$ cat src/hw/rtl/gpcm_delay.sv
// ----------------------------------------------------------------------------
// gpcm_delay
// Sideband shift line that keeps valid and tag data level with a divider.
// ----------------------------------------------------------------------------
module gpcm_delay #(
   parameter int WIDTH = 2,
   parameter int DEPTH = 50
) (
   input  logic              clock,
   input  logic              reset,
   input  logic              en,
   input  logic              in_valid,
   input  logic [WIDTH-1:0]  in_data,
   output logic              out_valid,
   output logic [WIDTH-1:0]  out_data,
   output logic              busy
);

   logic [DEPTH-1:0] valid_ff;
   logic [WIDTH-1:0] data_ff [DEPTH];

   always_ff @(posedge clock) begin
      if (reset) begin
         valid_ff <= '0;
      end else if (en) begin
         valid_ff <= {valid_ff[DEPTH-2:0], in_valid};
      end
   end

   always_ff @(posedge clock) begin
      if (en) begin
         data_ff[0] <= in_data;
         for (int k = 1; k < DEPTH; k++) begin
            data_ff[k] <= data_ff[k-1];
         end
      end
   end

   assign out_valid = valid_ff[DEPTH-1];
   assign out_data  = data_ff[DEPTH-1];
   assign busy      = |valid_ff;

endmodule

$ cat config.mk
export PLATFORM = sky130hd
export DESIGN_NAME = gpcm_delay
export DESIGN_NICKNAME = d
export VERILOG_FILES = /design/src/hw/rtl/gpcm_delay.sv
export SDC_FILE = /design/constraint.sdc
export NUM_CORES = 1
export LEC_CHECK = 0
export BUFFER_PORTS_ARGS = -buffer_cell sky130_fd_sc_hd__buf_4
export CAP_MARGIN = 30
export CORE_UTILIZATION = 55
export CTS_CLUSTER_DIAMETER = 150
export DETAILED_ROUTE_END_ITERATION = 12
export PLACE_DENSITY = 0.72
export SYNTH_ARGS = -nofsm -noshare
export SYNTH_HDL_FRONTEND = slang
export SYNTH_SLANG_ARGS = --single-unit
$ cat constraint.sdc
create_clock -name clock -period 1.6 [get_ports clock]
set_clock_uncertainty 0.2 [all_clocks]
set_input_delay 0.24 -clock clock [delete_from_list [all_inputs] [get_ports clock]]
set_output_delay 0.24 -clock clock [all_outputs]
set_load 0.02 [all_outputs]
Yosys cells after proc, flatten, opt, wreduce, memory -nomap -nowiden. Memory sizes are Yosys's and may differ from the RTL's. Cells that the tools add are included. Widths: inputs -> output; s select.

Muxes and demuxes: 2. Reductions and logical operators: 1.

Operators by type and width (number): $reduce_or 50->1 (1); $mux 1 (2).

Output and inout port bits: 4. Memories: 1. Register bits after elaboration: 50. Logic and storage cells: 5. Input bits: 6. Memory bits (writable): 100.

Memory list: data_ff (depth 50, bits a word 2, rd ports 50, clocked after Yosys merged registers in 0, wr ports 50, line 20) `logic [WIDTH-1:0] data_ff [DEPTH];`.

Longest topological paths before layout.
Word-level depth: 2. Gate-level depth with buffers: 4. Gate-level depth less buffers: 3.

Least setup slack after synthesis. OpenSTA, ideal clock, no wires.

Kind: reg2out. Start: register valid_ff[35]. End: output port busy. Setup slack: -0.131 ns. Data required time: 1.160 ns. Stages on the path, launching flop included: 4. Buffers on the path: 0. Arrival time: 1.291 ns. Cell sequence: dfxtp_1 -> nor4_1 -> nand4_1 -> or4_1.

Longest elaborated chain between the ends: 1.

Ends and longest elaborated chain: start: declaration (line 19) `logic [DEPTH-1:0] valid_ff;`; start signal: assignment (line 26) `valid_ff <= {valid_ff[DEPTH-2:0], in_valid};`; $reduce_or 50->1 (line 41) `assign busy = |valid_ff;`; end: declaration (line 16) `output logic busy`.

No other way between the ends.

Final worst setup path.
Start: register valid_ff[0]. End: output port busy.

The elaborated chain is that of the path after synthesis.

==> metrics.cfg <==
[die]
fp-row-count=33
fp.dieH_um=96.12
die_area_mm2=0.009239
die_x_um=96.12
core-area_mm2=0.008382
initial_core_util_pct=58.13
ios=10

[yosys]
synth_top_area_cell=edfxtp_1
synth.distinct_cells=14
synth_top_cells_by_count=edfxtp_1, nor2_1, dfxtp_1, mux2i_1, nor4_1
synth_nets=288
ys_warn_count=0
synth-seq-cells=150
synth_edf_count=100
synthDominantCellAreaShare_pct=61.63
syn_inst=282
synth_most_common_cell=edfxtp_1
syn_area_mm2=0.004872
async_flop_share_pct=0
ys_seq_area_share_pct=82.18
synth_area_leaders=edfxtp_1, dfxtp_1, mux2i_1
ys.flop_type=edfxtp_1
avgSynthCellArea_um2=17.28

[setup_path]
critPathKind=reg -> out
critPathRequiredTime_ps=1160
critical_path.endpoint=busy
r2r-start=valid_ff[39]$_SDFFE_PP0P_
cp-start-kind=flop
setup.worst_path.start=valid_ff[0]$_SDFFE_PP0P_
worst-r2r-setup-slack_ps=50
ff2ff_path_depth=4
cp.arrival_ps=1970
cp-end-kind=output pin
crit-reg2reg-capture=valid_ff[40]$_SDFFE_PP0P_
critPathMaxFanout=2

[layout]
post_route_cells_drive_above_1_share_pct=28.31
area_growth_pct=33.36
utilization_pct=77.52
regArea_mm2=0.004019
fillerInstances=428
multiInputGateArea_um2=885.9
n_antenna_cell=0
finalNetCount=378

[sta]
rsz0062_at_grt=true
min_period_ps=2407
max_slew_margin_pct=53.86
finalSetupViolCount=1
final-hold-violation-count=0
setup_ws_ps=-807.4
max_freq_mhz=415.4
fin_crit_sh_pct=150.5
tightestPinTransition_ps=689.8
maxSlewViolCount=0
holdWs_ps=22.72

[drt]
drc=0
drt_pass1_iterations=4
ant_nets=0
wl_per_cell_um=16.92
drt_first_iter_violations=111
via_count=2540
wirelength_um=8292
viasPerCell=5.184

[power_and_ir_drop]
vdd_ir_drop_max_uv=1075
p_sw_share_pct=18.53
power-per-cell-area_mw_per_mm2=1399
leakagePower_nw=2.656
p_sw_mw=1.685
clockPowerShare_pct=49.8
internal-power_mw=7.406
combinationalPowerShare_pct=2.4
pwr-share-seq_pct=47.8

[global_routing]
grt_pass1_vias=2575
grt_use_total_pct=20.04
grt_overflow_total=0
grt_pass1_wl_um=12970
antenna_found_initial=0
grt_max_degree=49

[clocking]
cts_tree=built
cts_root_buf=clkbuf_8
path_clk_slew_ps=60
cts_max_path_buffers=2
htree_levels=4
numCtsBuffers=17
cts_sinks=150
insertion_delay_ps=510

[min_path]
hold_path_class=in -> reg

[placement]
place_hpwl_um=3860
port_buffers=9
gp_congestion=0.7030

[outcome]
failed_checks=setup timing
status=complete, but fails checks

[run]
maxCapViolations=0

[metal layers]
layer  track usage, %  vias up  part of all wire (%)
met1            24.80     1271                    47
li1                 -     1219                     -
met4            7.836        0                   1.0
met5                0        -                     0
met3            6.635        9                   2.9
met2            32.62       41                    49
[cell usage in the layout, fill, tap and decap left out, drive strengths merged]
cell           n
buf           59
dfxtp         50
edfxtp       100
bufinv         7
clkinv         5
mux2i         50
dlygate4sd3   26
nor2          51
nand4          2
nor4          12
inv            3
or4            1
nand3          1
clkbuf        17
nand2          1
[state kept, by name (all words and copies together) (netlist names)]
name	flops
data_ff	100
valid_ff	50
[power by group through the flow]
stage	Clock, mW	Combinational, mW	Sequential (mW)
6_report	4.53	0.218	4.34
5_1_grt	4.77	0.232	4.36
4_1_cts	4.61	0.208	4.35
3_5_place_dp	0	0.184	4.42
3_3_place_gp	0	0.180	4.42
2_1_floorplan	0	0.0901	4.40
[worst min-delay path by stage]
stage / startpoint / endpoint / slack, ps / depth (start not counted)
after floorplan: in_data[0] / data_ff[0][0]$_DFFE_PP_ / 140 / 0
after global placement: data_ff[1][1]$_DFFE_PP_ / data_ff[1][3]$_DFFE_PP_ / 200 / 0
after detailed placement: data_ff[0][47]$_DFFE_PP_ / data_ff[0][49]$_DFFE_PP_ / 200 / 0
after CTS: en / data_ff[0][41]$_DFFE_PP_ / 2 / 2
after global routing: en / data_ff[0][43]$_DFFE_PP_ / 7 / 2
final: en / data_ff[0][55]$_DFFE_PP_ / 20 / 2
[worst max-delay path, cell delays in order, from the launching register on]
cell     delay (ps)
dfxtp_4         360
nor4_4          340
nand4_1         170
or4_4           440
buf_6           150
[logic make-up (layout without fill, tap and decap cells)]
family / count (synthesis) / in the layout / share of synthesized area [%]
buf+inv: 14 / 117 / 1.361
flops: 150 / 150 / 82.18
mux: 50 / 50 / 10.27
simple gates: 68 / 68 / 6.189
[timing repair]
item	4_1_cts	5_1_grt
gates resized for setup	17	8
hold endpoints to repair	52	12
hold buffers	26	3
setup endpoints to repair	1	7
setup buffers	0	0
pin swaps	10	3
[cell type report]
class,count,share of cell area (%)
repair buffers,85,11.94
clock inverters,15,4.179
multi-input cells,118,13.63
flip-flops and latches,150,61.85
well taps,105,2.022
clock buffers,17,6.374
[per-stage QoR]
stage	TNS [ps]	worst slack, ps	total power, mW	area (um2)	cells
global route	-858.6	-858.6	9.354	6497	490
floorplan	-45.46	-45.46	4.493	4876	282
finish	-807.4	-807.4	9.090	6497	490
global placement	-287.5	-287.5	4.597	5430	431
CTS	-6481	-776.6	9.167	6452	489
detailed placement	-306.7	-306.7	4.605	5430	431
Note: power is estimated with default switching activity, not from simulation.
