`src/hw/rtl/gpcm_pkg.sv`:
```
// ----------------------------------------------------------------------------
// gpcm_pkg
// Shared types, widths, slot map and helpers of the ground plane camera mapper.
// ----------------------------------------------------------------------------
package gpcm_pkg;

   localparam int DATA_W = 32;
   localparam int PROD_W = 64;
   localparam int NSLOT  = 27;

   localparam int SLOT_R  = 0;
   localparam int SLOT_RI = 9;
   localparam int SLOT_T  = 18;
   localparam int SLOT_K  = 21;

   localparam logic [1:0] MODE_LOAD = 2'd0;
   localparam logic [1:0] MODE_G2P  = 2'd1;
   localparam logic [1:0] MODE_P2W  = 2'd2;

   typedef logic [NSLOT-1:0][DATA_W-1:0] coef_set_type;

   localparam logic signed [PROD_W-1:0] SAT_HI = PROD_W'(64'sd2147483647);
   localparam logic signed [PROD_W-1:0] SAT_LO = -PROD_W'(64'sd2147483648);

   function automatic logic signed [DATA_W-1:0] sat32(input logic signed [PROD_W-1:0] v);
      logic signed [DATA_W-1:0] r;
      if (v > SAT_HI) begin
         r = SAT_HI[DATA_W-1:0];
      end else if (v < SAT_LO) begin
         r = SAT_LO[DATA_W-1:0];
      end else begin
         r = v[DATA_W-1:0];
      end
      return r;
   endfunction

endpackage

```
`src/hw/rtl/gpcm_coef_store.sv`:
```
// ----------------------------------------------------------------------------
// gpcm_coef_store
// Coefficient register file: one write port, slots read at fixed places.
// ----------------------------------------------------------------------------
module gpcm_coef_store #(
   parameter int COEF_DEPTH = 32
) (
   input  logic                              clock,
   input  logic                              reset,
   input  logic                              we,
   input  logic [4:0]                        waddr,
   input  logic [gpcm_pkg::DATA_W-1:0]       wdata,
   output gpcm_pkg::coef_set_type            coefs
);

   localparam int IDX_W = $clog2(COEF_DEPTH);

   logic [gpcm_pkg::DATA_W-1:0] store_ff [COEF_DEPTH];

   always_ff @(posedge clock) begin
      if (reset) begin
         for (int i = 0; i < COEF_DEPTH; i++) begin
            store_ff[i] <= '0;
         end
      end else if (we && (int'(waddr) < COEF_DEPTH)) begin
         store_ff[IDX_W'(waddr)] <= wdata;
      end
   end

   always_comb begin
      for (int i = 0; i < gpcm_pkg::NSLOT; i++) begin
         coefs[i] = store_ff[i];
      end
   end

endmodule

```
`config.mk`:
```
export PLATFORM = sky130hd
export DESIGN_NAME = gpcm_coef_store
export DESIGN_NICKNAME = d
export VERILOG_FILES = /design/src/hw/rtl/gpcm_pkg.sv /design/src/hw/rtl/gpcm_coef_store.sv
export SDC_FILE = /design/constraint.sdc
export NUM_CORES = 1
export LEC_CHECK = 0
export CORE_AREA = 2 2 357 359
export CTS_CLUSTER_SIZE = 30
export DETAILED_ROUTE_END_ITERATION = 16
export DIE_AREA = 0 0 359 361
export DONT_BUFFER_PORTS = 1
export GPL_TIMING_DRIVEN = 0
export HOLD_SLACK_MARGIN = 0.08
export PLACE_DENSITY_LB_ADDON = 0.3
export SETUP_SLACK_MARGIN = 0.02
export SYNTH_ARGS = -nofsm -noshare
export SYNTH_HDL_FRONTEND = slang
export SYNTH_SLANG_ARGS = --single-unit
```
`constraint.sdc`:
```
create_clock -name clock -period 3.4 [get_ports clock]
set_input_delay 0.34 -clock clock [delete_from_list [all_inputs] [get_ports clock]]
set_output_delay 0.34 -clock clock [all_outputs]
set_load 0.05 [all_outputs]
```
### Yosys cells after proc, flatten, opt, wreduce, memory -nomap -nowiden

Memories as Yosys holds them, arrays and structs flattened.
Cells that the tools add are included.

* bits in registers: 0
* memory bits (writable): 1024
* input port bits: 40
* word-level logic and storage cells: 10
* memories: 1

* muxes and demuxes: 8
* reduce and logical (&&, ||, !) cells: 1

Memory list
* store_ff: depth 32, width 32, read ports 27, clocked after Yosys merged registers in 0, wr ports 32, line gpcm_coef_store.sv:18 `logic [gpcm_pkg::DATA_W-1:0] store_ff [COEF_DEPTH];`

Operators with widths (number)
* two-way mux 32 bit: 1
* OR reduction 32 bit: 1
* two-way mux 1 bit: 6
* two-way mux 5 bit: 1

### Logic depth before layout (Yosys ltp)

Gate-level depths: netlist of the first run.

* depth in word-level cells: 5
* mapped depth: 6
* mapped depth without buffers: 2

### Least setup slack after synthesis of the first run

Ideal clock, no wire load.

* kind: input port to flip-flop
* start: input waddr[1]
* end: memory store_ff[24][0] in the netlist's numbering (enable)
* library setup time: 0.428 ns
* arrival: 2.772 ns
* path slack: 0.200 ns
* stages: 4
* cells stage by stage: or4b_1 buf_2 buf_6 o21bai_1

RTL lines
* from (decl): line gpcm_coef_store.sv:11 `input logic [4:0] waddr,`
* to (decl): line gpcm_coef_store.sv:18

==> flow_metrics.env, run 1 <==
export IMPL_cp_end_kind="register"
export IMPL_synth_cells=2066
export IMPL_hold_slack_ns=0.264
export IMPL_rsz0062_at_grt="false"
export IMPL_cp_max_fo=10
export IMPL_drv_cap=0
export IMPL_comb_power_share_pct=4.5
export IMPL_htreeDepth=3
export IMPL_grt_pass1_wl_mm=198
export IMPL_crit_path_frequent_cell="buf_2"
export IMPL_worst_path_largest_cell_delay_ns=0.80
export IMPL_nets=2253
export IMPL_ys_warnings_count=0
export IMPL_status="complete, no violations"
export IMPL_post_place_cells=3735
export IMPL_num_rows=130
export IMPL_clock_root_buffer="clkbuf_16"
export IMPL_worst_slew_pin_slew_ns=1.20
export IMPL_ys_types=22
export IMPL_num_vias=20563
export IMPL_crit_type="input port to register"
export IMPL_grt_use_total_pct=22.6
export IMPL_synthesis_area_mm2=0.0330
export IMPL_ir_drop_mv=0.416
export IMPL_worstPathCellList="buf_2 -> nor3_2 -> buf_2 -> clkbuf_1 -> and3_1 -> dlygate4sd3_1"
export IMPL_cts_tree="done"
export IMPL_drt_drc_violations_left=0
export IMPL_wl_per_cell_um=38.3
export IMPL_die_y_um=361
export IMPL_drive_gt1_share_pct=14.8
export IMPL_yosys_register_bits=864
export IMPL_swShare_pct=30.5
export IMPL_setup_viol=0
export IMPL_place_area_mm2=0.0356
export IMPL_numCtsBuffers=90
export IMPL_largest_reg_flops=864
export IMPL_relSlewSlack_pct=20.3
export IMPL_final_util_pct=31.1
export IMPL_design_die_area_mm2=0.130
export IMPL_stdcell_count=3948
export IMPL_area_growth_pct=17.9
export IMPL_cp_start_kind="input port"
export IMPL_ctsResizeCount=0
export IMPL_postCtsSetupBuffers=0
export IMPL_clk_pin_slew_ns=0.06
export IMPL_drtIter0Drc=2673
export IMPL_start_util_pct=26.3
export IMPL_grt_overflow_total=0
export IMPL_first_pass_iters=5
export IMPL_regMostFlops="store_ff"
export IMPL_io_pins=904
export IMPL_cts_sinks=864
export IMPL_crit_path_start="waddr[2]"
export IMPL_globalplace_congestion=0.849
export IMPL_drv_slew=0
export IMPL_core_area_mm2=0.125
export IMPL_reg_top3="store_ff (864)"
export IMPL_p_clk_share_pct=38.5
export IMPL_fmax_mhz=343
export IMPL_crit_family="buffers and inverters"
export IMPL_yosysSeqAreaShare_pct=78.5
export IMPL_hpwl_mm=109
export IMPL_timing_final_crit_share_pct=85.8
export IMPL_io_buffers=0
export IMPL_finalPower_mw=26.1
export IMPL_worst_path_buf_inv=4
export IMPL_required_ns=3.97
export IMPL_syn_area_per_cell_um2=16.0
export IMPL_grt_antenna_before_repair=25
export IMPL_finalInstanceArea_mm2=0.0389
export IMPL_seqPwrFrac_pct=57.0
export IMPL_cpMaxStageDelayCell="clkbuf_1"
export IMPL_p_switching_mw=7.96
export IMPL_viasPerCell=5.21
export IMPL_crit_arrival_ns=3.49
export IMPL_clockBufferDepth=3
export IMPL_ant_nets=0
export IMPL_grt_max_degree=33
export IMPL_grt_pass1_vias=20191
export IMPL_p_int_mw=18.1
export IMPL_cts_hold_buf=36
export IMPL_power_density_mw_per_mm2=670
export IMPL_min_period_ns=2.92
export IMPL_hold_path_class="input port to register"
export IMPL_synth_nets=2106
export IMPL_die_w_um=359
export IMPL_wl_mm=151
export IMPL_power_leakage_nw=13.9
export IMPL_final_hold_violation_count=0
export IMPL_hold_path_startpoint="wdata[5]"
## area by class of cell
| type | count | area, um2 |
|---|---|---|
| Clock inverter | 59 | 659 |
| Inverter | 32 | 120 |
| Antenna cell | 13 | 32.5 |
| Clock buffer | 105 | 2310 |
| Fill cell | 12332 | 86500 |
| Buffer | 262 | 1120 |
| Sequential cell | 864 | 25900 |
| Multi-Input combinational cell | 908 | 5910 |
| Timing Repair Buffer | 55 | 776 |
| Tap cell | 1650 | 2060 |
## routing by layer
metal	global-route usage [%]	vias up	routed length, um
met5	0	-	0
met4	7.84	0	5180
met3	9.03	293	17400
met2	39.7	1553	76100
met1	24.7	10567	52600
li1	-	8150	-
## metrics by stage
stage               setup slack [ns]  TNS (ns)
floorplan                      0.200         0
global placement               -1.67   -544.27
detailed placement            -0.472    -29.90
CTS                            0.278         0
global route                   0.346         0
finish                         0.484         0
## cells in the mapped netlist, drive strengths merged
library cell | n | share of area [%]
nor3 | 385 | 7.5
a21o | 24 | 0.55
or4b | 1 | 0.030
and4bb | 2 | 0.076
inv | 32 | 0.36
o21bai | 3 | 0.068
nand4bb | 2 | 0.068
nand3b | 3 | 0.068
clkbuf | 212 | 2.4
nor3b | 3 | 0.11
and3 | 480 | 9.1
and4b | 1 | 0.030
edfxtp | 864 | 79
and3b | 2 | 0.053
nor4b | 1 | 0.045
buf | 50 | 0.97
or3b | 1 | 0.027
## power groups by stage
stage                     combinational [mW]  sequential [mW]  clock, mW
after CTS                               1.18             14.9       10.2
after global routing                    1.22             14.9       10.6
after floorplan                        0.477             14.8          0
final                                   1.16             14.9       10.1
after global placement                 0.963             15.1          0
after detailed placement                1.05             15.1          0
## final timing paths
| kind | to | slack (ns) | depth (start not counted) |
|---|---|---|---|
| min | store_ff[11][5]$_SDFFCE_PN0P_ | 0.26 | 2 |
| max | store_ff[1][28]$_SDFFCE_PN0P_ | 0.48 | 6 |
## logic make-up after synthesis
| kind of cell | count (synthesis) | share of synthesized area, % |
|---|---|---|
| compound gates | 27 | 0.613 |
| buf+inv | 294 | 3.76 |
| flops | 864 | 78.5 |
| simple gates | 881 | 17.1 |
## placed cells by master, fill, tap and decap left out, drive strengths merged, types with 9 or more instances in the layout
cell type	count
inv	36
dlygate4sd3	34
a21o	24
diode	13
clkbuf	317
edfxtp	864
and3	480
bufinv	9
nor3	385
buf	71
clkinv	43
(Power assumes the default switching activity.)
==> run 2, diff against run 1 <==
--- a/config.mk
+++ b/config.mk
@@ -12,7 +12,7 @@
 export DONT_BUFFER_PORTS = 1
 export GPL_TIMING_DRIVEN = 0
 export HOLD_SLACK_MARGIN = 0.08
-export PLACE_DENSITY_LB_ADDON = 0.3
+export PLACE_DENSITY = 0.42
 export SETUP_SLACK_MARGIN = 0.02
 export SYNTH_ARGS = -nofsm -noshare
 export SYNTH_HDL_FRONTEND = slang
==> flow_metrics.env, run 2 (synthesis gave the netlist of run 1 again) <==
export IMPL_hold_path_class="input port to register"
export IMPL_crit_family="buffers and inverters"
export IMPL_status="complete, no violations"
export IMPL_cpMaxStageDelayCell="clkbuf_1"
export IMPL_drive_gt1_share_pct=15.4
export IMPL_numCtsBuffers=95
export IMPL_core_area_mm2=0.125
export IMPL_num_rows=130
export IMPL_fmax_mhz=336
export IMPL_reg_top3="store_ff (864)"
export IMPL_required_ns=3.74
export IMPL_nets=2253
export IMPL_clockBufferDepth=3
export IMPL_wl_mm=159
export IMPL_die_w_um=359
export IMPL_grt_pass1_vias=20300
export IMPL_crit_arrival_ns=3.32
export IMPL_cp_end_kind="register"
export IMPL_clk_pin_slew_ns=0.06
export IMPL_relSlewSlack_pct=8.18
export IMPL_cp_start_kind="input port"
export IMPL_ir_drop_mv=0.351
export IMPL_htreeDepth=3
export IMPL_rsz0062_at_grt="false"
export IMPL_ctsResizeCount=0
export IMPL_grt_antenna_before_repair=32
export IMPL_globalplace_congestion=0.852
export IMPL_die_y_um=361
export IMPL_crit_path_start="waddr[4]"
export IMPL_stdcell_count=3949
export IMPL_drtIter0Drc=2256
export IMPL_viasPerCell=5.19
export IMPL_hpwl_mm=114
export IMPL_min_period_ns=2.97
export IMPL_worst_path_buf_inv=3
export IMPL_worst_path_largest_cell_delay_ns=1.05
export IMPL_worstPathCellList="buf_2 -> and3b_1 -> clkbuf_1 -> clkbuf_1 -> a21o_2"
export IMPL_drv_cap=0
export IMPL_design_die_area_mm2=0.130
export IMPL_worst_slew_pin_slew_ns=1.38
export IMPL_cts_tree="done"
export IMPL_crit_type="input port to register"
export IMPL_grt_use_total_pct=23.7
export IMPL_regMostFlops="store_ff"
export IMPL_crit_cells=5
export IMPL_clock_root_buffer="clkbuf_16"
export IMPL_layout_common_cells="864 x edfxtp_1, 480 x and3_1, 275 x nor3_1, 225 x clkbuf_1, 110 x nor3_2"
export IMPL_grt_max_degree=33
export IMPL_num_vias=20513
export IMPL_cts_sinks=864
export IMPL_post_place_cells=3734
export IMPL_start_util_pct=26.3
export IMPL_final_hold_violation_count=0
export IMPL_io_buffers=0
export IMPL_first_pass_iters=5
export IMPL_fillers=12326
export IMPL_crit_path_frequent_cell="clkbuf_1"
export IMPL_setup_worst_path_end="store_ff[20][5]$_SDFFCE_PN0P_"
export IMPL_finalPower_mw=26.8
export IMPL_drv_slew=0
export IMPL_hold_slack_ns=0.244
export IMPL_final_common_cell="edfxtp_1"
export IMPL_wl_per_cell_um=40.2
export IMPL_ant_nets=0
export IMPL_drt_drc_violations_left=0
export IMPL_setup_viol=0
export IMPL_cp_max_fo=32
export IMPL_final_util_pct=31.2
export IMPL_grt_pass1_wl_mm=206
export IMPL_largest_reg_flops=864
export IMPL_grt_overflow_total=0
export IMPL_area_growth_pct=18.2
export IMPL_timing_final_crit_share_pct=87.5
export IMPL_power_density_mw_per_mm2=685
export IMPL_power_leakage_nw=13.9
export IMPL_io_pins=904
## run 2: timing repair
item | in CTS | in global routing
endpoints found under the hold margin | 222 | 0
hold buffers | 32 | 0
endpoints found under the setup margin | 0 | 0
setup buffers | 0 | 0
## run 2: area by class of cell
cell class	instances	area, um2	share of cell area (%)
Buffer	262	1120	2.87
Tap cell	1650	2060	5.28
Antenna cell	11	27.5	0.0705
Sequential cell	864	25900	66.4
Inverter	32	120	0.307
Multi-Input combinational cell	908	5920	15.1
Timing Repair Buffer	50	681	1.74
Clock inverter	60	748	1.92
Clock buffer	112	2440	6.25
## run 2: per-stage QoR
stage	setup TNS (ns)	instance area [um2]	setup slack, ns
finish	0	39100	0.426
global route	0	39000	0.348
CTS	0	39000	0.407
detailed placement	-36.48	35500	-0.378
global placement	-507.88	35100	-1.34
floorplan	0	33000	0.200
## run 2: layer usage
metal	share of wire, %	up-vias	track usage (%)
met3	11	255	9.65
met2	48	1333	39.3
met1	38	10743	27.6
li1	-	8160	-
met5	0.099	-	0
met4	3.7	22	8.74
## run 2: how the worst min path moves through the flow
| stage | start | endpoint | slack [ns] | depth (start not counted) |
|---|---|---|---|---|
| 2_1_floorplan | wdata[0] | store_ff[0][0]$_SDFFCE_PN0P_ | 0.56 | 1 |
| 3_3_place_gp | wdata[12] | store_ff[19][12]$_SDFFCE_PN0P_ | 0.57 | 1 |
| 3_5_place_dp | wdata[10] | store_ff[23][10]$_SDFFCE_PN0P_ | 0.57 | 1 |
| 4_1_cts | wdata[3] | store_ff[7][3]$_SDFFCE_PN0P_ | 0.17 | 2 |
| 5_1_grt | wdata[3] | store_ff[15][3]$_SDFFCE_PN0P_ | 0.23 | 2 |
| 6_report | wdata[0] | store_ff[3][0]$_SDFFCE_PN0P_ | 0.24 | 2 |
## run 2: where the power goes
part / total (mW) / switching (mW) / leakage, nW / internal (mW)
Clock: 10.7 / 4.59 / 1.55 / 6.11
Sequential: 14.9 / 2.59 / 8.22 / 12.3
Combinational: 1.14 / 0.970 / 4.15 / 0.174
